[config.mk]
export PLATFORM = sky130hd
export DESIGN_NAME = utf8_decoder_validator_unit
export DESIGN_NICKNAME = d
export VERILOG_FILES = /design/src/rtl/u8dv_pkg.sv /design/src/rtl/utf8_decoder_validator_unit.sv /design/src/rtl/u8dv_front.sv /design/src/rtl/u8dv_queue.sv /design/src/rtl/u8dv_back.sv
export SDC_FILE = /design/constraint.sdc
export NUM_CORES = 1
export LEC_CHECK = 0
export BUFFER_PORTS_ARGS = -buffer_cell sky130_fd_sc_hd__buf_2
export CORE_ASPECT_RATIO = 0.9
export CORE_MARGIN = 2
export CORE_UTILIZATION = 55
export DETAILED_ROUTE_END_ITERATION = 10
export MAX_ROUTING_LAYER = met4
export PLACE_DENSITY_LB_ADDON = 0.25
export SKIP_LAST_GASP = 1
export SLEW_MARGIN = 20
export SYNTH_ARGS = -nofsm -noshare
export SYNTH_HDL_FRONTEND = slang
export SYNTH_SLANG_ARGS = --single-unit
[constraint.sdc]
create_clock -name clk -period 5.1 [get_ports clk]
set_input_delay 1.53 -clock clk [delete_from_list [all_inputs] [get_ports clk]]
set_output_delay 1.53 -clock clk [all_outputs]
set_load 0.01 [all_outputs]
[src/rtl/u8dv_pkg.sv]
`timescale 1ns / 1ps
// ----------------------------------------------------------------------------
// u8dv_pkg
// Shared types and constants for the strict UTF-8 decoder/validator.
// ----------------------------------------------------------------------------
package u8dv_pkg;

  localparam int unsigned CP_W          = 21;
  localparam int unsigned QUEUE_DEPTH_D = 4;

  localparam logic [CP_W-1:0] MIN_CP_LEN2  = 21'h00080;
  localparam logic [CP_W-1:0] MIN_CP_LEN3  = 21'h00800;
  localparam logic [CP_W-1:0] MIN_CP_LEN4  = 21'h10000;
  localparam logic [CP_W-1:0] MAX_CP       = 21'h10FFFF;
  localparam logic [CP_W-1:0] SURR_LO      = 21'h0D800;
  localparam logic [CP_W-1:0] SURR_HI      = 21'h0DFFF;
  localparam logic [CP_W-1:0] HIGH_SURR_BASE = 21'h0D800;
  localparam logic [CP_W-1:0] LOW_SURR_BASE  = 21'h0DC00;

  localparam logic [2:0] SEQ_LEN1 = 3'd1;
  localparam logic [2:0] SEQ_LEN2 = 3'd2;
  localparam logic [2:0] SEQ_LEN3 = 3'd3;
  localparam logic [2:0] SEQ_LEN4 = 3'd4;

  typedef struct packed {
    logic [7:0] byte_value;
    logic       end_of_string;
  } in_item_t;

  typedef struct packed {
    logic [CP_W-1:0] code_unit;
    logic            unit_last;
    logic            string_error;
  } out_item_t;

  // One decoded result waiting for the back end.
  typedef struct packed {
    logic [CP_W-1:0] code_point;
    logic            last;
    logic            err;
    logic            pair;   // emit as a UTF-16 surrogate pair
  } q_entry_t;

  typedef struct packed {
    logic full;
    logic empty;
  } q_stat_t;

endpackage

[src/rtl/utf8_decoder_validator_unit.sv]
`timescale 1ns / 1ps
// ----------------------------------------------------------------------------
// utf8_decoder_validator_unit
// Strict streaming UTF-8 decoder with UTF-32 or UTF-16 output.
// ----------------------------------------------------------------------------
// Bytes are taken one per cycle. The front end decodes and validates each
// byte in the cycle it is accepted and writes any finished result into a
// queue of QUEUE_DEPTH entries at that same edge; the back end moves a queue
// entry into the output register whenever out_valid or out_stall is low. A
// code point above 0xFFFF in UTF-16 mode leaves as two units, high surrogate
// first; it took four bytes to arrive, so the queue keeps up and the input
// still runs at one byte per cycle. in_stall is the queue full flag and rises
// only when out_stall has held results back long enough to fill the queue.
// After an error, a string yields nothing more until its final byte, which
// produces a single result with string_error set. The mode bit is sampled
// when a code point completes.
module utf8_decoder_validator_unit #(
  parameter int unsigned QUEUE_DEPTH = u8dv_pkg::QUEUE_DEPTH_D
) (
  input  logic                clk,
  input  logic                rst_n,
  input  logic                in_valid,
  output logic                in_stall,
  input  u8dv_pkg::in_item_t  in_item,
  output logic                out_valid,
  input  logic                out_stall,
  output u8dv_pkg::out_item_t out_item,
  input  logic                cfg_wr_en,
  input  logic                cfg_wr_data
);
  import u8dv_pkg::*;

  q_stat_t  q_stat;
  logic     q_push, q_pop;
  q_entry_t q_push_data, q_pop_data;

  u8dv_front u_front (
    .clk         (clk),
    .rst_n       (rst_n),
    .in_valid    (in_valid),
    .in_stall    (in_stall),
    .in_item     (in_item),
    .cfg_wr_en   (cfg_wr_en),
    .cfg_wr_data (cfg_wr_data),
    .q_stat      (q_stat),
    .q_push      (q_push),
    .q_push_data (q_push_data)
  );

  u8dv_queue #(
    .DEPTH (QUEUE_DEPTH)
  ) u_queue (
    .clk       (clk),
    .rst_n     (rst_n),
    .push      (q_push),
    .push_data (q_push_data),
    .pop       (q_pop),
    .pop_data  (q_pop_data),
    .stat      (q_stat)
  );

  u8dv_back u_back (
    .clk       (clk),
    .rst_n     (rst_n),
    .q_data    (q_pop_data),
    .q_stat    (q_stat),
    .q_pop     (q_pop),
    .out_valid (out_valid),
    .out_stall (out_stall),
    .out_item  (out_item)
  );

endmodule

[src/rtl/u8dv_front.sv]
`timescale 1ns / 1ps
// ----------------------------------------------------------------------------
// u8dv_front
// Byte classifier and sequence state: accepts bytes, builds code points,
// checks range and form, and pushes results into the queue.
// ----------------------------------------------------------------------------
module u8dv_front (
  input  logic               clk,
  input  logic               rst_n,
  input  logic               in_valid,
  output logic               in_stall,
  input  u8dv_pkg::in_item_t in_item,
  input  logic               cfg_wr_en,
  input  logic               cfg_wr_data,
  input  u8dv_pkg::q_stat_t  q_stat,
  output logic               q_push,
  output u8dv_pkg::q_entry_t q_push_data
);
  import u8dv_pkg::*;

  logic [1:0]      rem_r, rem_nxt;
  logic [CP_W-1:0] pcp_r, pcp_nxt;
  logic [2:0]      len_r, len_nxt;
  logic            err_r, err_nxt;
  logic            utf16_r;

  logic            accept;
  logic            complete;
  logic [7:0]      b;
  logic            eos;
  logic [CP_W-1:0] cp;

  function automatic logic cp_ok(input logic [CP_W-1:0] c, input logic [2:0] len);
    logic ok;
    ok = 1'b1;
    if (len == SEQ_LEN2 && c < MIN_CP_LEN2) ok = 1'b0;
    if (len == SEQ_LEN3 && c < MIN_CP_LEN3) ok = 1'b0;
    if (len == SEQ_LEN4 && c < MIN_CP_LEN4) ok = 1'b0;
    if (c > MAX_CP) ok = 1'b0;
    if (c >= SURR_LO && c <= SURR_HI) ok = 1'b0;
    return ok;
  endfunction

  assign in_stall = q_stat.full;
  assign accept   = in_valid && !in_stall;
  assign b        = in_item.byte_value;
  assign eos      = in_item.end_of_string;

  always_comb begin
    rem_nxt     = rem_r;
    pcp_nxt     = pcp_r;
    len_nxt     = len_r;
    err_nxt     = err_r;
    complete    = 1'b0;
    cp          = '0;
    q_push      = 1'b0;
    q_push_data = '0;
    if (accept) begin
      if (!err_r) begin
        if (rem_r == 2'd0) begin
          if (!b[7]) begin
            pcp_nxt  = {13'd0, b};
            len_nxt  = SEQ_LEN1;
            complete = 1'b1;
          end else if (b[7:5] == 3'b110) begin
            pcp_nxt = {16'd0, b[4:0]};
            len_nxt = SEQ_LEN2;
            rem_nxt = 2'd1;
          end else if (b[7:4] == 4'b1110) begin
            pcp_nxt = {17'd0, b[3:0]};
            len_nxt = SEQ_LEN3;
            rem_nxt = 2'd2;
          end else if (b[7:3] == 5'b11110) begin
            pcp_nxt = {18'd0, b[2:0]};
            len_nxt = SEQ_LEN4;
            rem_nxt = 2'd3;
          end else begin
            err_nxt = 1'b1;
          end
        end else if (b[7:6] != 2'b10) begin
          err_nxt = 1'b1;
        end else begin
          pcp_nxt = {pcp_r[CP_W-7:0], b[5:0]};
          rem_nxt = rem_r - 2'd1;
          if (rem_r == 2'd1) complete = 1'b1;
        end

        if (complete) begin
          cp = pcp_nxt;
          if (!cp_ok(cp, len_nxt)) begin
            err_nxt = 1'b1;
          end else begin
            q_push                 = 1'b1;
            q_push_data.code_point = cp;
            q_push_data.last       = eos;
            q_push_data.err        = 1'b0;
            q_push_data.pair       = utf16_r && (cp[CP_W-1:16] != '0);
          end
          pcp_nxt = '0;
          len_nxt = '0;
        end

        // truncated final sequence
        if (eos && !err_nxt && rem_nxt != 2'd0) err_nxt = 1'b1;
      end

      if (eos) begin
        if (err_nxt) begin
          q_push                 = 1'b1;
          q_push_data.code_point = '0;
          q_push_data.last       = 1'b1;
          q_push_data.err        = 1'b1;
          q_push_data.pair       = 1'b0;
        end
        rem_nxt = '0;
        pcp_nxt = '0;
        len_nxt = '0;
        err_nxt = 1'b0;
      end
    end
  end

  always_ff @(posedge clk) begin
    if (!rst_n) begin
      rem_r   <= '0;
      pcp_r   <= '0;
      len_r   <= '0;
      err_r   <= 1'b0;
      utf16_r <= 1'b0;
    end else begin
      rem_r <= rem_nxt;
      pcp_r <= pcp_nxt;
      len_r <= len_nxt;
      err_r <= err_nxt;
      if (cfg_wr_en) utf16_r <= cfg_wr_data;
    end
  end

endmodule

[src/rtl/u8dv_queue.sv]
`timescale 1ns / 1ps
// ----------------------------------------------------------------------------
// u8dv_queue
// Small FIFO of decoded results between the front and the back end.
// ----------------------------------------------------------------------------
module u8dv_queue #(
  parameter int unsigned DEPTH = u8dv_pkg::QUEUE_DEPTH_D
) (
  input  logic               clk,
  input  logic               rst_n,
  input  logic               push,
  input  u8dv_pkg::q_entry_t push_data,
  input  logic               pop,
  output u8dv_pkg::q_entry_t pop_data,
  output u8dv_pkg::q_stat_t  stat
);
  import u8dv_pkg::*;

  localparam int unsigned PTR_W = (DEPTH > 1) ? $clog2(DEPTH) : 1;
  localparam int unsigned CNT_W = $clog2(DEPTH + 1);
  localparam logic [PTR_W-1:0] LAST_PTR = PTR_W'(DEPTH - 1);
  localparam logic [CNT_W-1:0] FULL_CNT = CNT_W'(DEPTH);

  q_entry_t         mem_r [DEPTH];
  logic [PTR_W-1:0] wr_ptr_r, rd_ptr_r;
  logic [CNT_W-1:0] cnt_r;
  logic             do_push, do_pop;

  assign stat.full  = (cnt_r == FULL_CNT);
  assign stat.empty = (cnt_r == '0);
  assign do_push    = push && !stat.full;
  assign do_pop     = pop && !stat.empty;
  assign pop_data   = mem_r[rd_ptr_r];

  always_ff @(posedge clk) begin
    if (do_push) mem_r[wr_ptr_r] <= push_data;
  end

  always_ff @(posedge clk) begin
    if (!rst_n) begin
      wr_ptr_r <= '0;
      rd_ptr_r <= '0;
      cnt_r    <= '0;
    end else begin
      if (do_push) wr_ptr_r <= (wr_ptr_r == LAST_PTR) ? '0 : wr_ptr_r + 1'b1;
      if (do_pop)  rd_ptr_r <= (rd_ptr_r == LAST_PTR) ? '0 : rd_ptr_r + 1'b1;
      if (do_push && !do_pop)      cnt_r <= cnt_r + 1'b1;
      else if (do_pop && !do_push) cnt_r <= cnt_r - 1'b1;
    end
  end

endmodule

[src/rtl/u8dv_back.sv]
`timescale 1ns / 1ps
// ----------------------------------------------------------------------------
// u8dv_back
// Result emitter: drains the queue into the output register and splits
// supplementary code points into surrogate pairs.
// ----------------------------------------------------------------------------
module u8dv_back (
  input  logic                clk,
  input  logic                rst_n,
  input  u8dv_pkg::q_entry_t  q_data,
  input  u8dv_pkg::q_stat_t   q_stat,
  output logic                q_pop,
  output logic                out_valid,
  input  logic                out_stall,
  output u8dv_pkg::out_item_t out_item
);
  import u8dv_pkg::*;

  logic       out_valid_r, out_valid_nxt;
  out_item_t  out_item_r, out_item_nxt;
  logic       phase_r, phase_nxt;   // high surrogate already sent
  logic       can_load;
  logic [19:0] v;

  assign can_load  = !out_valid_r || !out_stall;
  assign v         = 20'(q_data.code_point - MIN_CP_LEN4);
  assign out_valid = out_valid_r;
  assign out_item  = out_item_r;

  always_comb begin
    out_valid_nxt = out_valid_r;
    out_item_nxt  = out_item_r;
    phase_nxt     = phase_r;
    q_pop         = 1'b0;
    if (can_load) begin
      out_valid_nxt = !q_stat.empty;
      if (!q_stat.empty) begin
        out_item_nxt.string_error = q_data.err;
        if (q_data.pair && !phase_r) begin
          out_item_nxt.code_unit = HIGH_SURR_BASE + {11'd0, v[19:10]};
          out_item_nxt.unit_last = 1'b0;
          phase_nxt              = 1'b1;
        end else if (q_data.pair) begin
          out_item_nxt.code_unit = LOW_SURR_BASE + {11'd0, v[9:0]};
          out_item_nxt.unit_last = q_data.last;
          phase_nxt              = 1'b0;
          q_pop                  = 1'b1;
        end else begin
          out_item_nxt.code_unit = q_data.code_point;
          out_item_nxt.unit_last = q_data.last;
          q_pop                  = 1'b1;
        end
      end
    end
  end

  always_ff @(posedge clk) begin
    if (!rst_n) begin
      out_valid_r <= 1'b0;
      phase_r     <= 1'b0;
    end else begin
      out_valid_r <= out_valid_nxt;
      phase_r     <= phase_nxt;
    end
  end

  always_ff @(posedge clk) begin
    out_item_r <= out_item_nxt;
  end

endmodule
# == Word-level counts from Yosys, hierarchy flattened ==
# Memories as Yosys holds them, arrays and structs flattened. A register that Yosys moved wholly into a read port is not among the register bits.
# Cells that the tools add are included.
# totals
register_bits,60
ramBits,96
output_inout_bits,25
wordCells,158
n_memories,1
# memory_table
memory,depth,width,rd,rd_ports_with_merged_regs,write_ports,line,source
u_queue.mem_r,4,24,1,1,1,u8dv_queue.sv:24,q_entry_t mem_r [DEPTH];
# op_classes
add_sub_neg,8
n_lt_le_gt_ge,6
n_eq_ne,12
mux,86
n_bitwise,1
n_reduce_logical,31
# ops
cell,n
$mux W21,11
$mux W24,6
$mux W22,2
$mux W1,41
$mux W3,12
$add A16 B10 Y17 const A,2
$mux W2,14
$ge A21 B16 Y1 const B,1
$gt A21 B21 Y1 const B,1
$le A21 B16 Y1 const B,1
$lt A21 B12 Y1 const B,1
$lt A21 B17 Y1 const B,1
$lt A21 B8 Y1 const B,1
$sub A20 B17 Y20 const B,1
$logic_and A1 B1 Y1,13
$eq A3 B3 Y1 const B,3
$logic_not A1 Y1,8
$eq A3 B2 Y1 const B,2
$reduce_bool A2 Y1,3
$eq A5 B5 Y1 const B,1
$reduce_bool A5 Y1,1
$add A2 B1 Y2 const B,2
$eq A2 B2 Y1 const B,2
$eq A4 B4 Y1 const B,1
other kinds (11),13

# == Depth between registers and ports, before layout ==
# Gate-level depths: netlist of run 1.
# depth
depth_word,36
mapped_depth,17
depth_no_buf,15

# == Hierarchy ==
# A second synthesis of run 1 with hierarchy kept.
# hier_totals
cells_unflattened,510
area_unflattened_um2,7183.1
# by_module_without_submodules
module,n_inst,cells_per_inst,area_each_um2
u8dv_queue,1,177,3966.3
u8dv_front,1,264,2164.6
u8dv_back,1,69,1052.3

# == Worst setup path after synthesis of run 1 ==
# Ideal clock, no wire load.
# synth_path
path_kind,input-to-reg
startpoint,input port in_item[7] (netlist bit)
endpoint,memory u_queue.mem_r[0][0] (netlist bit) (enable)
setup_ps,442
t_arrival_ps,4932
path_slack_ps,-274
cell_stages,8
path_buffers,1
path_cell_list,or3b_1 -> buf_2 -> o211ai_4 -> a21oi_2 -> or4_4 -> o211ai_2 -> o21ai_2 -> a211oi_1
# synth_via
elab_chain_len,34
word_cells_on_any_way,78
classes_between,order compare: 6; eq/ne: 7; mux: 56; reduce/logical: 9
# synth_lines
item,line,source
start: declaration,utf8_decoder_validator_unit.sv:24,"input u8dv_pkg::in_item_t in_item,"
$eq A5 B5 Y1,u8dv_front.sv:73,end else if (b[7:3] == 5'b11110) begin
$mux W21 / $mux W3 (equally long branches),u8dv_front.sv:73,
$mux W21 / $mux W3 (equally long branches),u8dv_front.sv:69,end else if (b[7:4] == 4'b1110) begin
$mux W21 / $mux W3 (equally long branches),u8dv_front.sv:65,end else if (b[7:5] == 3'b110) begin
$mux W21 / $mux W3 (equally long branches),u8dv_front.sv:61,if (!b[7]) begin
$mux W21 / $mux W3 (equally long branches),u8dv_front.sv:60,if (rem_r == 2'd0) begin
$mux W21 / $mux W3 (equally long branches),u8dv_front.sv:59,if (!err_r) begin
$mux W21 / $mux W3 (equally long branches),u8dv_front.sv:58,if (accept) begin
[... 18 more ...],n/a,
$mux W1,u8dv_front.sv:59,
$mux W1,u8dv_front.sv:58,
$mux W1,u8dv_front.sv:108,if (err_nxt) begin
$mux W1 (*),u8dv_front.sv:107,if (eos) begin
$mux W1 (*),u8dv_front.sv:58,
$logic_and A1 B1 Y1 (*),u8dv_queue.sv:31,assign do_push = push && !stat.full;
$mux W1 (*),u8dv_queue.sv:36,if (do_push) mem_r[wr_ptr_r] <= push_data;
$mux W1 (not written as such) (*),u8dv_queue.sv:36,
end: declaration,u8dv_queue.sv:24,
# Mark *: on every way between the ends. The rest lies on a longest branch, timed or not. The select of a mux whose other input is x is not followed.

# == Final worst setup path of run 1 ==
# layout_path
startpoint,input port in_item[8] (netlist bit)
endpoint,register u_queue.cnt_r[2]
# layout_via
elab_chain_len,35
word_cells_on_any_way,82
classes_between,order compare: 6; eq/ne: 7; mux: 56; reduce/logical: 13
# layout_lines
item,line,source
$eq A5 B5 Y1,u8dv_front.sv:73,
$mux W21 / $mux W3 (equally long branches),u8dv_front.sv:73,
$mux W21 / $mux W3 (equally long branches),u8dv_front.sv:69,
$mux W21 / $mux W3 (equally long branches),u8dv_front.sv:65,
$mux W21 / $mux W3 (equally long branches),u8dv_front.sv:61,
$mux W21 / $mux W3 (equally long branches),u8dv_front.sv:60,
$mux W21 / $mux W3 (equally long branches),u8dv_front.sv:59,
$mux W21 / $mux W3 (equally long branches),u8dv_front.sv:58,
[... 20 more ...],n/a,
$mux W1,u8dv_front.sv:108,
$mux W1 (*),u8dv_front.sv:107,
$mux W1 (*),u8dv_front.sv:58,
$logic_and A1 B1 Y1 (*),u8dv_queue.sv:31,
named net u_queue.do_push,u8dv_queue.sv:27,"logic do_push, do_pop;"
$logic_not A1 Y1,u8dv_queue.sv:48,else if (do_pop && !do_push) cnt_r <= cnt_r - 1'b1;
$logic_and A1 B1 Y1,u8dv_queue.sv:48,
$reduce_bool A2 Y1 (no line),n/a,
end signal: assignment,u8dv_queue.sv:47,if (do_push && !do_pop) cnt_r <= cnt_r + 1'b1;
end signal: assignment,u8dv_queue.sv:48,
end: declaration,u8dv_queue.sv:26,logic [CNT_W-1:0] cnt_r;
# The timed path passes the listed nets; every way through them passes the cells marked *. The select of a mux whose other input is x is not followed.
# A chain may end at the register's enable or synchronous reset.

==> out/qor.json, run 1 <==
{
  "layout.nets": 586,
  "min_path_type": "reg2reg",
  "grt_max_degree": 39,
  "synth.top_cells.by_area": "sky130_fd_sc_hd__edfxtp_1 51%, sky130_fd_sc_hd__dfxtp_1 11%, sky130_fd_sc_hd__mux4_2 7.8%",
  "synth_top_cells_by_count": "119 x sky130_fd_sc_hd__edfxtp_1, 65 x sky130_fd_sc_hd__nor2_1, 39 x sky130_fd_sc_hd__dfxtp_1",
  "grt_overflow": 0,
  "combinationalPowerShare_pct": 24.9,
  "timing.hold.ws_ns": 0.476,
  "globalplace.congestion": 0.905,
  "cells_after_synthesis": 518,
  "cts.sinks": 158,
  "power.switching_fraction_pct": 29.3,
  "worst_rel_slew_slack_pct": 44.7,
  "irDropWorstVdd_v": 0.000258,
  "synth_edf_count": 119,
  "intPower_mw": 2.69,
  "synthesis.nets": 543,
  "grt_first_pass_wirelength_um": 24600,
  "seqCellArea_um2": 4350,
  "end_kind": "register",
  "clock_tree.buffer_depth": 2,
  "cts_max_level": 4,
  "wl_per_cell_um": 20.3,
  "design.portCount": 40,
  "setup_viol": 0,
  "crit_type": "in2reg",
  "clock_latency_ns": 0.42,
  "grt_setup_unrepaired": "no",
  "cts_setup_buffers": 0,
  "post-synth-top-count-cell": "sky130_fd_sc_hd__edfxtp_1",
  "antenna_left": 0,
  "required_ns": 5.45,
  "post-route-drc-count": 0,
  "arrival_time_worst_endpoint_ns": 4.82,
  "share_of_async_settable_or_async_resettable_flops_after_synthesis_pct": 0,
  "worst_setup_path_start_kind": "input pin",
  "timing_hold_violations_final": 0,
  "postLayoutCoreUtil_pct": 65.0,
  "count_of_distinct_cell_types_in_the_synthesized_netlist": 61,
  "grt_antenna_before_repair": 0,
  "switchingPower_mw": 1.11,
  "groute.usage.overall_pct": 24.7,
  "floorplan.initialDensity_pct": 56.9,
  "tritoncts_clock_tree": "yes",
  "postSynthAreaPerCell_um2": 13.4,
  "synth_largest_area_cell": "sky130_fd_sc_hd__edfxtp_1",
  "die_y_um": 111,
  "part_of_the_total_power_dissipated_in_the_clock_network_pct": 30.5,
  "layout-drive-gt1-share_pct": 24.0,
  "max_cap_viol_count": 0,
  "placedCellCount": 702,
  "design.die.area_um2": 13600,
  "run_status": "finished, final reports clean",
  "final_design_area_no_fill_um2": 7940,
  "synth_area_um2": 6960,
  "worst_setup_hold_path_clk_slew_ns": 0.06,
  "initial_drt_markers": 437,
  "final.period_utilization_pct": 87.7,
  "highest_clock_frequency_the_design_can_meet_mhz": 224,
  "power_density_nw_per_um2": 479,
  "seq_power_share_pct": 44.6,
  "multi_input_area_um2": 2450,
  "design_power_total_mw": 3.81,
  "leakage_nw": 2.80,
  "detailed_place_hpwl_um": 9850,
  "io_buffers": 39,
  "yosys_register_bits": 158,
  "period_needed_ns": 4.47,
  "avgViaCountPerCell": 6.15,
  "routed_wirelength_um": 14900,
  "vias": 4511,
  "timing_max_transition_violations_final": 0,
  "number_of_antenna_repair_diodes": 0,
  "number_of_standard_cell_rows_in_the_floorplan": 38,
  "worst-slew-pin-transition_ns": 0.826,
  "clock_buffer_count_from_cts": 17,
  "critical_path_peak_fanout": 15,
  "finalNonFillerCells": 734,
  "synth.yosys.seq_area_share_pct": 62.6,
  "cts_resized": 0,
  "first_global_vias": 4635,
  "syn2layout_area_growth_pct": 14.2,
  "yosys_most_used_dff": "sky130_fd_sc_hd__edfxtp_1",
  "master_cell_of_the_clock_root_buffer": "sky130_fd_sc_hd__clkbuf_16",
  "fill_cells": 915,
  "finalClockSkew_ns": 0.00727,
  "pre_antenna_drt_iters": 5,
  "synth_top_cell_area_share_pct": 51.4,
  "chipWidth_um": 123,
  "postCtsHoldBufs": 0,
  "yosysWarningCount": 0,
  "postPlaceCellArea_um2": 7400,
  "core_um2": 12200
}
-- power by group through the flow --
stage | clock network [mW] | logic, mW | registers [mW]
floorplan | 0 | 0.583 | 1.77
global placement | 0 | 0.928 | 1.71
detailed placement | 0 | 0.955 | 1.73
CTS | 1.18 | 0.961 | 1.70
global route | 1.23 | 1.05 | 1.72
finish | 1.16 | 0.947 | 1.70
-- sequential cells by signal, indices dropped and copies added (netlist names), named ones only --
| signal | count |
|---|---|
| u_back.out_item | 23 |
| u_back.out_valid | 1 |
| u_back.phase_r | 1 |
| u_front.err_r | 1 |
| u_front.len_r | 3 |
| u_front.pcp_r | 21 |
| u_front.rem_r | 2 |
| u_front.utf16_r | 1 |
| u_queue.cnt_r | 3 |
| u_queue.mem_r | 96 |
| u_queue.rd_ptr_r | 2 |
| u_queue.wr_ptr_r | 2 |
-- cells by family (layout without fill, tap and decap cells) --
family,after synthesis,in the layout,synth area share (%)
flops,158,158,62.6
fa+ha+maj,10,10,1.91
simple gates,146,146,10.1
xor+xnor,5,5,0.630
mux,39,39,10.1
buf+inv,49,105,2.93
compound gates,111,111,11.8
-- cell usage in the layout, fill, tap and decap left out, types with 6 or more instances in the layout --
cell type                   count
sky130_fd_sc_hd__dfxtp_1       39
sky130_fd_sc_hd__a32oi_1        7
sky130_fd_sc_hd__buf_4         18
sky130_fd_sc_hd__buf_2         39
sky130_fd_sc_hd__nand2_1       26
sky130_fd_sc_hd__edfxtp_1     119
sky130_fd_sc_hd__o21ai_0       14
sky130_fd_sc_hd__clkbuf_16     17
sky130_fd_sc_hd__mux2i_1        7
sky130_fd_sc_hd__mux4_2        24
sky130_fd_sc_hd__mux2_2         8
sky130_fd_sc_hd__nand2b_1       7
sky130_fd_sc_hd__nor2_1        65
sky130_fd_sc_hd__a22oi_1       30
sky130_fd_sc_hd__a21oi_1       19
sky130_fd_sc_hd__nor2b_1        7
sky130_fd_sc_hd__nand3_1        8
sky130_fd_sc_hd__ha_1           9
sky130_fd_sc_hd__nor3_1         6
sky130_fd_sc_hd__inv_1         16
-- stage by stage --
stage / worst slack (ns) / setup TNS [ns]
after floorplan: -0.274 / -26.33
after global placement: 0.312 / 0
after detailed placement: 0.189 / 0
after CTS: 0.634 / 0
after global routing: 0.390 / 0
final: 0.626 / 0
-- path summary, 6_finish.rpt --
path / start / to / slack (ns) / cells past startpoint
worst max-delay path: in_item[8] / u_queue.cnt_r[2] / 0.63 / 14
worst min-delay path: u_back.out_valid / u_back.out_valid / 0.48 / 2
worst max register to register: u_front.rem_r[0] / u_queue.cnt_r[2] / 0.95 / 15
worst min register to register: u_back.out_valid / u_back.out_valid / 0.48 / 2
-- per-layer routing --
metal,up-vias,part of all wire [%],GRT usage [%]
met2,149,48,37.0
li1,2066,-,-
met5,-,0,-
met3,22,6.0,5.86
met4,0,1.3,7.97
met1,2274,45,33.5
-- final cells by class --
type | instances | area share (%)
repair buffers | 57 | 4.16
well taps | 160 | 2.52
inverters | 16 | 0.756
clock inverters | 7 | 0.662
clock buffers | 25 | 6.24
multi-input cells | 311 | 30.9
flip-flops and latches | 158 | 54.8
-- critical path: stages --
cell	delay [ns]
sky130_fd_sc_hd__buf_2	0.23
sky130_fd_sc_hd__or3b_1	0.49
sky130_fd_sc_hd__o211ai_4	0.20
sky130_fd_sc_hd__a21oi_2	0.05
sky130_fd_sc_hd__or4_4	0.44
sky130_fd_sc_hd__o211ai_2	0.31
sky130_fd_sc_hd__o21ai_2	0.11
sky130_fd_sc_hd__a21oi_1	0.16
sky130_fd_sc_hd__ha_1	0.20
sky130_fd_sc_hd__inv_1	0.07
sky130_fd_sc_hd__fa_1	0.43
sky130_fd_sc_hd__xor2_1	0.15
sky130_fd_sc_hd__or3_1	0.30
sky130_fd_sc_hd__a21oi_1	0.14
Note: power is estimated with default switching activity, not from simulation.
==> inputs of run 2 (changes only) <==
--- a/config.mk
+++ b/config.mk
@@ -8,7 +8,7 @@
 export BUFFER_PORTS_ARGS = -buffer_cell sky130_fd_sc_hd__buf_2
 export CORE_ASPECT_RATIO = 0.9
 export CORE_MARGIN = 2
-export CORE_UTILIZATION = 55
+export CORE_UTILIZATION = 38
 export DETAILED_ROUTE_END_ITERATION = 10
 export MAX_ROUTING_LAYER = met4
 export PLACE_DENSITY_LB_ADDON = 0.25
==> out/qor.json, run 2 (same netlist as run 1, synthesis figures left out) <==
{
  "run_status": {"value": "finished, final reports clean", "change": "unchanged"},
  "mostFrequentLayoutCells": {"value": "119 x sky130_fd_sc_hd__edfxtp_1, 65 x sky130_fd_sc_hd__nor2_1, 39 x sky130_fd_sc_hd__dfxtp_1, 39 x sky130_fd_sc_hd__buf_2, 30 x sky130_fd_sc_hd__a22oi_1", "change": "unchanged"},
  "grt_antenna_before_repair": {"value": 0, "change": "unchanged"},
  "end_kind": {"value": "register", "change": "unchanged"},
  "combinationalPowerShare": {"value": 24.1, "unit": "%", "change": "was 24.9%"},
  "cp_top_family": {"value": "compound AO/OA/AOI/OAI gates", "change": "was simple AND/OR/NAND/NOR gates"},
  "groute.usage.overall": {"value": 16.9, "unit": "%", "change": "was 24.7%"},
  "worst_setup_hold_path_clk_slew": {"value": 0.06, "unit": "ns", "change": "about the same"},
  "cp.buffers_inverters": {"value": 2, "change": "unchanged"},
  "die_y": {"value": 132, "unit": "um", "change": "was 111 um"},
  "crit_type": {"value": "in2reg", "change": "unchanged"},
  "min_path_type": {"value": "reg2reg", "change": "unchanged"},
  "placedCellCount": {"value": 785, "change": "was 702"},
  "seq_power_share": {"value": 43.5, "unit": "%", "change": "was 44.6%"},
  "arrival_time_worst_endpoint": {"value": 4.80, "unit": "ns", "change": "was 4.82 ns"},
  "io_buffers": {"value": 39, "change": "unchanged"},
  "core": {"value": 17800, "unit": "um^2", "change": "was 12200 um^2"},
  "vias": {"value": 4357, "change": "was 4511"},
  "post-route-drc-count": {"value": 0, "change": "unchanged"},
  "setup_viol": {"value": 0, "change": "unchanged"},
  "required": {"value": 5.44, "unit": "ns", "change": "was 5.45 ns"},
  "grt_first_pass_wirelength": {"value": 24300, "unit": "um", "change": "was 24600 um"},
  "design.portCount": {"value": 40, "change": "unchanged"},
  "grt_max_degree": {"value": 27, "change": "was 39"},
  "number_of_antenna_repair_diodes": {"value": 0, "change": "unchanged"},
  "postLayoutCoreUtil": {"value": 45.6, "unit": "%", "change": "was 65.0%"},
  "top_reg_by_flops": {"value": "u_queue.mem_r", "change": "unchanged"},
  "cts.sinks": {"value": 158, "change": "unchanged"},
  "first_global_vias": {"value": 4360, "change": "was 4635"},
  "power_density": {"value": 479, "unit": "nW/um^2", "change": "about the same"},
  "cts_max_level": {"value": 4, "change": "unchanged"},
  "syn2layout_area_growth": {"value": 16.6, "unit": "%", "change": "was 14.2%"},
  "layout.nets": {"value": 589, "change": "was 586"},
  "tritoncts_clock_tree": {"value": "yes", "change": "unchanged"},
  "critical_path_peak_fanout": {"value": 12, "change": "was 15"},
  "postCtsHoldBufs": {"value": 0, "change": "unchanged"},
  "floorplan.initialDensity": {"value": 39.1, "unit": "%", "change": "was 56.9%"},
  "pre_antenna_drt_iters": {"value": 5, "change": "unchanged"},
  "grt_setup_unrepaired": {"value": "no", "change": "unchanged"},
  "avgViaCountPerCell": {"value": 5.33, "change": "was 6.15"},
  "period_needed": {"value": 4.46, "unit": "ns", "change": "was 4.47 ns"},
  "initial_drt_markers": {"value": 298, "change": "was 437"},
  "cts_setup_buffers": {"value": 0, "change": "unchanged"},
  "timing.critical_path.cells": {"value": "buf_2 > nand2_1 > a21oi_1 > o22ai_1 > or4_4 > o211ai_2 > o21ai_2 > a21oi_1 > ha_1 > inv_1 > fa_1 > xor2_1 > or3_1 > a21oi_1", "change": "was buf_2 > or3b_1 > o211ai_4 > a21oi_2 > or4_4 > o211ai_2 > o21ai_2 > a21oi_1 > ha_1 > inv_1 > fa_1 > xor2_1 > or3_1 > a21oi_1"},
  "finalClockSkew": {"value": 0.00811, "unit": "ns", "change": "was 0.00727 ns"},
  "final.period_utilization": {"value": 87.4, "unit": "%", "change": "was 87.7%"},
  "globalplace.congestion": {"value": 0.832, "change": "was 0.905"},
  "antenna_left": {"value": 0, "change": "unchanged"},
  "grt_overflow": {"value": 0, "change": "unchanged"},
  "cts_resized": {"value": 0, "change": "unchanged"},
  "fin_ws": {"value": 0.643, "unit": "ns", "change": "was 0.626 ns"},
  "clock_tree.buffer_depth": {"value": 2, "change": "unchanged"},
  "highest_clock_frequency_the_design_can_meet": {"value": 224, "unit": "MHz", "change": "about the same"},
  "wl_per_cell": {"value": 18.4, "unit": "um", "change": "was 20.3 um"},
  "routed_wirelength": {"value": 15100, "unit": "um", "change": "was 14900 um"},
  "hold-path-cell-count": {"value": 2, "change": "unchanged"},
  "clock_latency": {"value": 0.42, "unit": "ns", "change": "about the same"},
  "finalNonFillerCells": {"value": 817, "change": "was 734"},
  "intPower": {"value": 2.76, "unit": "mW", "change": "was 2.69 mW"},
  "worst_rel_slew_slack": {"value": 43.5, "unit": "%", "change": "was 44.7%"},
  "timing_max_transition_violations_final": {"value": 0, "change": "unchanged"},
  "clock_buffer_count_from_cts": {"value": 17, "change": "unchanged"},
  "cell_occurring_most_often_along_the_worst_timing_path": {"value": "sky130_fd_sc_hd__a21oi_1", "change": "unchanged"},
  "detailed_place_hpwl": {"value": 10000, "unit": "um", "change": "was 9850 um"},
  "design.die.area": {"value": 19400, "unit": "um^2", "change": "was 13600 um^2"},
  "layout_commonest_cell": {"value": "sky130_fd_sc_hd__edfxtp_1", "change": "unchanged"},
  "max_cap_viol_count": {"value": 0, "change": "unchanged"},
  "irDropWorstVdd": {"value": 0.000265, "unit": "V", "change": "was 0.000258 V"},
  "ff2ff_path_depth": {"value": 15, "change": "unchanged"},
  "layout-drive-gt1-share": {"value": 25.0, "unit": "%", "change": "was 24.0%"},
  "design_power_total": {"value": 3.88, "unit": "mW", "change": "was 3.81 mW"},
  "power.switching_fraction": {"value": 28.9, "unit": "%", "change": "was 29.3%"},
  "place_ws": {"value": 0.225, "unit": "ns", "change": "was 0.189 ns"},
  "chipWidth": {"value": 147, "unit": "um", "change": "was 123 um"},
  "logic_depth_of_the_worst_path_buffers_included": {"value": 14, "change": "unchanged"},
  "part_of_the_total_power_dissipated_in_the_clock_network": {"value": 32.4, "unit": "%", "change": "was 30.5%"},
  "leakage": {"value": 2.84, "unit": "nW", "change": "was 2.80 nW"},
  "timing_hold_violations_final": {"value": 0, "change": "unchanged"},
  "number_of_standard_cell_rows_in_the_floorplan": {"value": 46, "change": "was 38"},
  "worst-slew-pin-transition": {"value": 0.845, "unit": "ns", "change": "was 0.826 ns"},
  "switchingPower": {"value": 1.12, "unit": "mW", "change": "was 1.11 mW"},
  "master_cell_of_the_clock_root_buffer": {"value": "sky130_fd_sc_hd__clkbuf_16", "change": "unchanged"},
  "largest_reg_flops": {"value": 96, "change": "unchanged"},
  "timing.critical_path.slowest_cell_delay": {"value": 0.58, "unit": "ns", "change": "was 0.49 ns"},
  "worst_setup_path_start_kind": {"value": "input pin", "change": "unchanged"},
  "critical-path-slowest-cell": {"value": "sky130_fd_sc_hd__or4_4", "change": "was sky130_fd_sc_hd__or3b_1"}
}
==> run 2: power groups by stage <==
| stage | Combinational, mW | Sequential [mW] | Clock (mW) |
|---|---|---|---|
| 2_1_floorplan | 0.583 | 1.77 | 0 |
| 3_3_place_gp | 0.935 | 1.71 | 0 |
| 3_5_place_dp | 0.955 | 1.72 | 0 |
| 4_1_cts | 0.961 | 1.69 | 1.28 |
| 5_1_grt | 1.04 | 1.71 | 1.34 |
| 6_report | 0.938 | 1.69 | 1.26 |
==> run 2: metal layers <==
metal  GRT usage, %  wire length [um]
met3           3.88               545
met1           22.8              7200
met5              -                 0
met4           4.80               170
met2           25.7              7150
==> run 2: path summary, 6_finish.rpt <==
kind	start	end	slack (ns)
worst min-delay path	u_queue.rd_ptr_r[1]	u_queue.rd_ptr_r[1]	0.48
worst max register to register	u_front.rem_r[0]	u_queue.cnt_r[2]	0.98
worst max-delay path	in_item[7]	u_queue.cnt_r[2]	0.64
worst min register to register	u_queue.rd_ptr_r[1]	u_queue.rd_ptr_r[1]	0.48
==> run 2: area by class of cell <==
cell class | count | area, um^2
repair buffers | 60 | 353
clock inverters | 12 | 134
inverters | 16 | 60.1
fillers | 1592 | 9680
multi-input cells | 311 | 2450
clock buffers | 20 | 457
well taps | 240 | 300
flip-flops and latches | 158 | 4350
==> run 2: worst reg2reg max path, stage by stage, from the launching register on <==
cell	delay, ns
sky130_fd_sc_hd__dfxtp_1	0.36
sky130_fd_sc_hd__inv_1	0.08
sky130_fd_sc_hd__ha_1	0.50
sky130_fd_sc_hd__nand2_1	0.14
sky130_fd_sc_hd__a21oi_1	0.27
sky130_fd_sc_hd__o22ai_1	0.20
sky130_fd_sc_hd__or4_4	0.58
sky130_fd_sc_hd__o211ai_2	0.33
sky130_fd_sc_hd__o21ai_2	0.13
sky130_fd_sc_hd__a21oi_1	0.17
sky130_fd_sc_hd__ha_1	0.19
sky130_fd_sc_hd__inv_1	0.07
sky130_fd_sc_hd__fa_1	0.42
sky130_fd_sc_hd__xor2_1	0.16
sky130_fd_sc_hd__or3_1	0.30
sky130_fd_sc_hd__a21oi_1	0.14
==> run 2: metrics by stage <==
step           hold WS, ns  TNS (ns)  cell area (um^2)
3_5_place_dp         0.475         0              7520
4_1_cts              0.485         0              8110
5_1_grt              0.521         0              8110
2_1_floorplan        0.454    -26.33              6960
3_3_place_gp         0.463         0              7520
6_report             0.480         0              8110
==> inputs of run 3 (changes only) <==
--- a/config.mk
+++ b/config.mk
@@ -5,7 +5,8 @@
 export SDC_FILE = /design/constraint.sdc
 export NUM_CORES = 1
 export LEC_CHECK = 0
-export BUFFER_PORTS_ARGS = -buffer_cell sky130_fd_sc_hd__buf_2
+export BUFFER_PORTS_ARGS = -buffer_cell sky130_fd_sc_hd__buf_4
+export CAP_MARGIN = 20
 export CORE_ASPECT_RATIO = 0.9
 export CORE_MARGIN = 2
 export CORE_UTILIZATION = 38
==> out/qor.json, run 3 (same netlist as run 1, synthesis figures left out) <==
{
  "run_status": {"value": "finished, final reports clean", "change": "unchanged"},
  "io_buffers": {"value": 39, "change": "unchanged"},
  "core": {"value": 17800, "unit": "um^2", "change": "unchanged"},
  "design.portCount": {"value": 40, "change": "unchanged"},
  "max_cap_viol_count": {"value": 0, "change": "unchanged"},
  "leakage": {"value": 2.81, "unit": "nW", "change": "was 2.84 nW"},
  "final.period_utilization": {"value": 87.4, "unit": "%", "change": "about the same"},
  "grt_max_degree": {"value": 31, "change": "was 27"},
  "end_kind": {"value": "register", "change": "unchanged"},
  "period_needed": {"value": 4.46, "unit": "ns", "change": "about the same"},
  "critical_path_peak_fanout": {"value": 12, "change": "unchanged"},
  "chipWidth": {"value": 147, "unit": "um", "change": "unchanged"},
  "routed_wirelength": {"value": 14600, "unit": "um", "change": "was 15100 um"},
  "groute.usage.overall": {"value": 16.2, "unit": "%", "change": "was 16.9%"},
  "pre_antenna_drt_iters": {"value": 5, "change": "unchanged"},
  "first_global_vias": {"value": 4266, "change": "was 4360"},
  "min_path_type": {"value": "reg2reg", "change": "unchanged"},
  "initial_drt_markers": {"value": 320, "change": "was 298"},
  "wl_per_cell": {"value": 17.9, "unit": "um", "change": "was 18.4 um"},
  "clock_buffer_count_from_cts": {"value": 17, "change": "unchanged"},
  "mostFrequentLayoutCells": {"value": "119 x sky130_fd_sc_hd__edfxtp_1, 65 x sky130_fd_sc_hd__nor2_1, 56 x sky130_fd_sc_hd__buf_4, 39 x sky130_fd_sc_hd__dfxtp_1, 30 x sky130_fd_sc_hd__a22oi_1", "change": "was 119 x sky130_fd_sc_hd__edfxtp_1, 65 x sky130_fd_sc_hd__nor2_1, 39 x sky130_fd_sc_hd__dfxtp_1, 39 x sky130_fd_sc_hd__buf_2, 30 x sky130_fd_sc_hd__a22oi_1"},
  "crit_type": {"value": "in2reg", "change": "unchanged"},
  "timing.critical_path.slowest_cell_delay": {"value": 0.58, "unit": "ns", "change": "about the same"},
  "arrival_time_worst_endpoint": {"value": 4.81, "unit": "ns", "change": "was 4.80 ns"},
  "largest_reg_flops": {"value": 96, "change": "unchanged"},
  "vias": {"value": 4371, "change": "was 4357"},
  "avgViaCountPerCell": {"value": 5.37, "change": "was 5.33"},
  "cts_max_level": {"value": 4, "change": "unchanged"},
  "post-route-drc-count": {"value": 0, "change": "unchanged"},
  "worst-slew-pin-transition": {"value": 0.865, "unit": "ns", "change": "was 0.845 ns"},
  "top_reg_by_flops": {"value": "u_queue.mem_r", "change": "unchanged"},
  "cts_setup_buffers": {"value": 0, "change": "unchanged"},
  "syn2layout_area_growth": {"value": 16.6, "unit": "%", "change": "about the same"},
  "cts_resized": {"value": 0, "change": "unchanged"},
  "antenna_left": {"value": 0, "change": "unchanged"},
  "tritoncts_clock_tree": {"value": "yes", "change": "unchanged"},
  "power_density": {"value": 468, "unit": "nW/um^2", "change": "was 479 nW/um^2"},
  "die_y": {"value": 132, "unit": "um", "change": "unchanged"},
  "grt_overflow": {"value": 0, "change": "unchanged"},
  "worst_setup_path_start_kind": {"value": "input pin", "change": "unchanged"},
  "grt_setup_unrepaired": {"value": "no", "change": "unchanged"},
  "clock_latency": {"value": 0.43, "unit": "ns", "change": "was 0.42 ns"},
  "postLayoutCoreUtil": {"value": 45.6, "unit": "%", "change": "about the same"},
  "irDropWorstVdd": {"value": 0.000232, "unit": "V", "change": "was 0.000265 V"},
  "timing.hold.ws": {"value": 0.484, "unit": "ns", "change": "was 0.480 ns"},
  "timing.critical_path.cells": {"value": "buf_4 > nand2_1 > a21oi_1 > o22ai_1 > or4_4 > o211ai_2 > o21ai_2 > a21oi_1 > ha_1 > inv_1 > fa_1 > xor2_1 > or3_1 > a21oi_1", "change": "was buf_2 > nand2_1 > a21oi_1 > o22ai_1 > or4_4 > o211ai_2 > o21ai_2 > a21oi_1 > ha_1 > inv_1 > fa_1 > xor2_1 > or3_1 > a21oi_1"},
  "postCtsHoldBufs": {"value": 0, "change": "unchanged"},
  "timing_hold_violations_final": {"value": 0, "change": "unchanged"},
  "design.die.area": {"value": 19400, "unit": "um^2", "change": "unchanged"},
  "worst_setup_hold_path_clk_slew": {"value": 0.06, "unit": "ns", "change": "about the same"},
  "worst_rel_slew_slack": {"value": 42.4, "unit": "%", "change": "was 43.5%"},
  "cell_occurring_most_often_along_the_worst_timing_path": {"value": "sky130_fd_sc_hd__a21oi_1", "change": "unchanged"},
  "cts.sinks": {"value": 158, "change": "unchanged"},
  "timing_max_transition_violations_final": {"value": 0, "change": "unchanged"},
  "grt_first_pass_wirelength": {"value": 23300, "unit": "um", "change": "was 24300 um"},
  "finalClockSkew": {"value": 0.0122, "unit": "ns", "change": "was 0.00811 ns"},
  "critical-path-slowest-cell": {"value": "sky130_fd_sc_hd__or4_4", "change": "unchanged"},
  "setup_viol": {"value": 0, "change": "unchanged"},
  "layout.nets": {"value": 585, "change": "was 589"},
  "layout-drive-gt1-share": {"value": 23.7, "unit": "%", "change": "was 25.0%"},
  "master_cell_of_the_clock_root_buffer": {"value": "sky130_fd_sc_hd__clkbuf_16", "change": "unchanged"},
  "globalplace.congestion": {"value": 0.872, "change": "was 0.832"},
  "required": {"value": 5.45, "unit": "ns", "change": "was 5.44 ns"},
  "clock_tree.buffer_depth": {"value": 2, "change": "unchanged"},
  "fin_tns_setup": {"value": 0, "unit": "ns", "change": "unchanged"},
  "floorplan.initialDensity": {"value": 39.1, "unit": "%", "change": "unchanged"},
  "detailed_place_hpwl": {"value": 9720, "unit": "um", "change": "was 10000 um"},
  "layout_commonest_cell": {"value": "sky130_fd_sc_hd__edfxtp_1", "change": "unchanged"},
  "grt_antenna_before_repair": {"value": 1, "change": "was 0"},
  "number_of_standard_cell_rows_in_the_floorplan": {"value": 46, "change": "unchanged"},
  "highest_clock_frequency_the_design_can_meet": {"value": 224, "unit": "MHz", "change": "about the same"}
}
[run 3: power by group]
group / internal, mW / switching, mW
Combinational: 0.432 / 0.547
Clock: 0.636 / 0.491
Sequential: 1.63 / 0.0648
Total: 2.70 / 1.10
[run 3: layer usage]
metal	global-route usage, %	share of wire [%]
met1	22.1	47
met2	24.2	48
met3	3.63	3.5
met4	4.75	1.3
met5	-	0
[run 3: path summary, 6_finish.rpt]
kind,end,slack (ns),cells after the start,startpoint
worst max-delay path,u_queue.cnt_r[2],0.64,14,in_item[7]
worst min-delay path,register,0.48,2,u_queue.rd_ptr_r[1]
worst max register to register,u_queue.cnt_r[2],0.86,15,u_front.rem_r[0]
worst min register to register,register,0.48,2,u_queue.rd_ptr_r[1]
[run 3: through the flow]
stage | setup slack [ns] | area [um^2] | power, mW | std cells
2_1_floorplan | -0.274 | 6960 | 2.35 | 518
4_1_cts | 0.635 | 8110 | 3.85 | 813
3_5_place_dp | 0.199 | 7590 | 2.72 | 781
5_1_grt | 0.404 | 8110 | 4.00 | 814
6_report | 0.643 | 8110 | 3.80 | 814
3_3_place_gp | 0.316 | 7590 | 2.70 | 781
[run 3: area by class of cell]
type                       instances  area, um^2
antenna                            1        2.50
tap                              240         300
timing repair buffer              56         420
fill                            1588        9670
inverter                          16        60.1
clock buffer                      23         458
clock inverter                     9        63.8
multi-input combinational        311        2450
sequential                       158        4350
[run 3: critical path: cells and delay by family]
| family | cells | cell delay, ns |
|---|---|---|
| xor+xnor | 1 | 0.16 |
| simple gates | 3 | 1.04 |
| fa+ha+maj | 2 | 0.65 |
| buf+inv | 2 | 0.22 |
| compound gates | 6 | 1.20 |
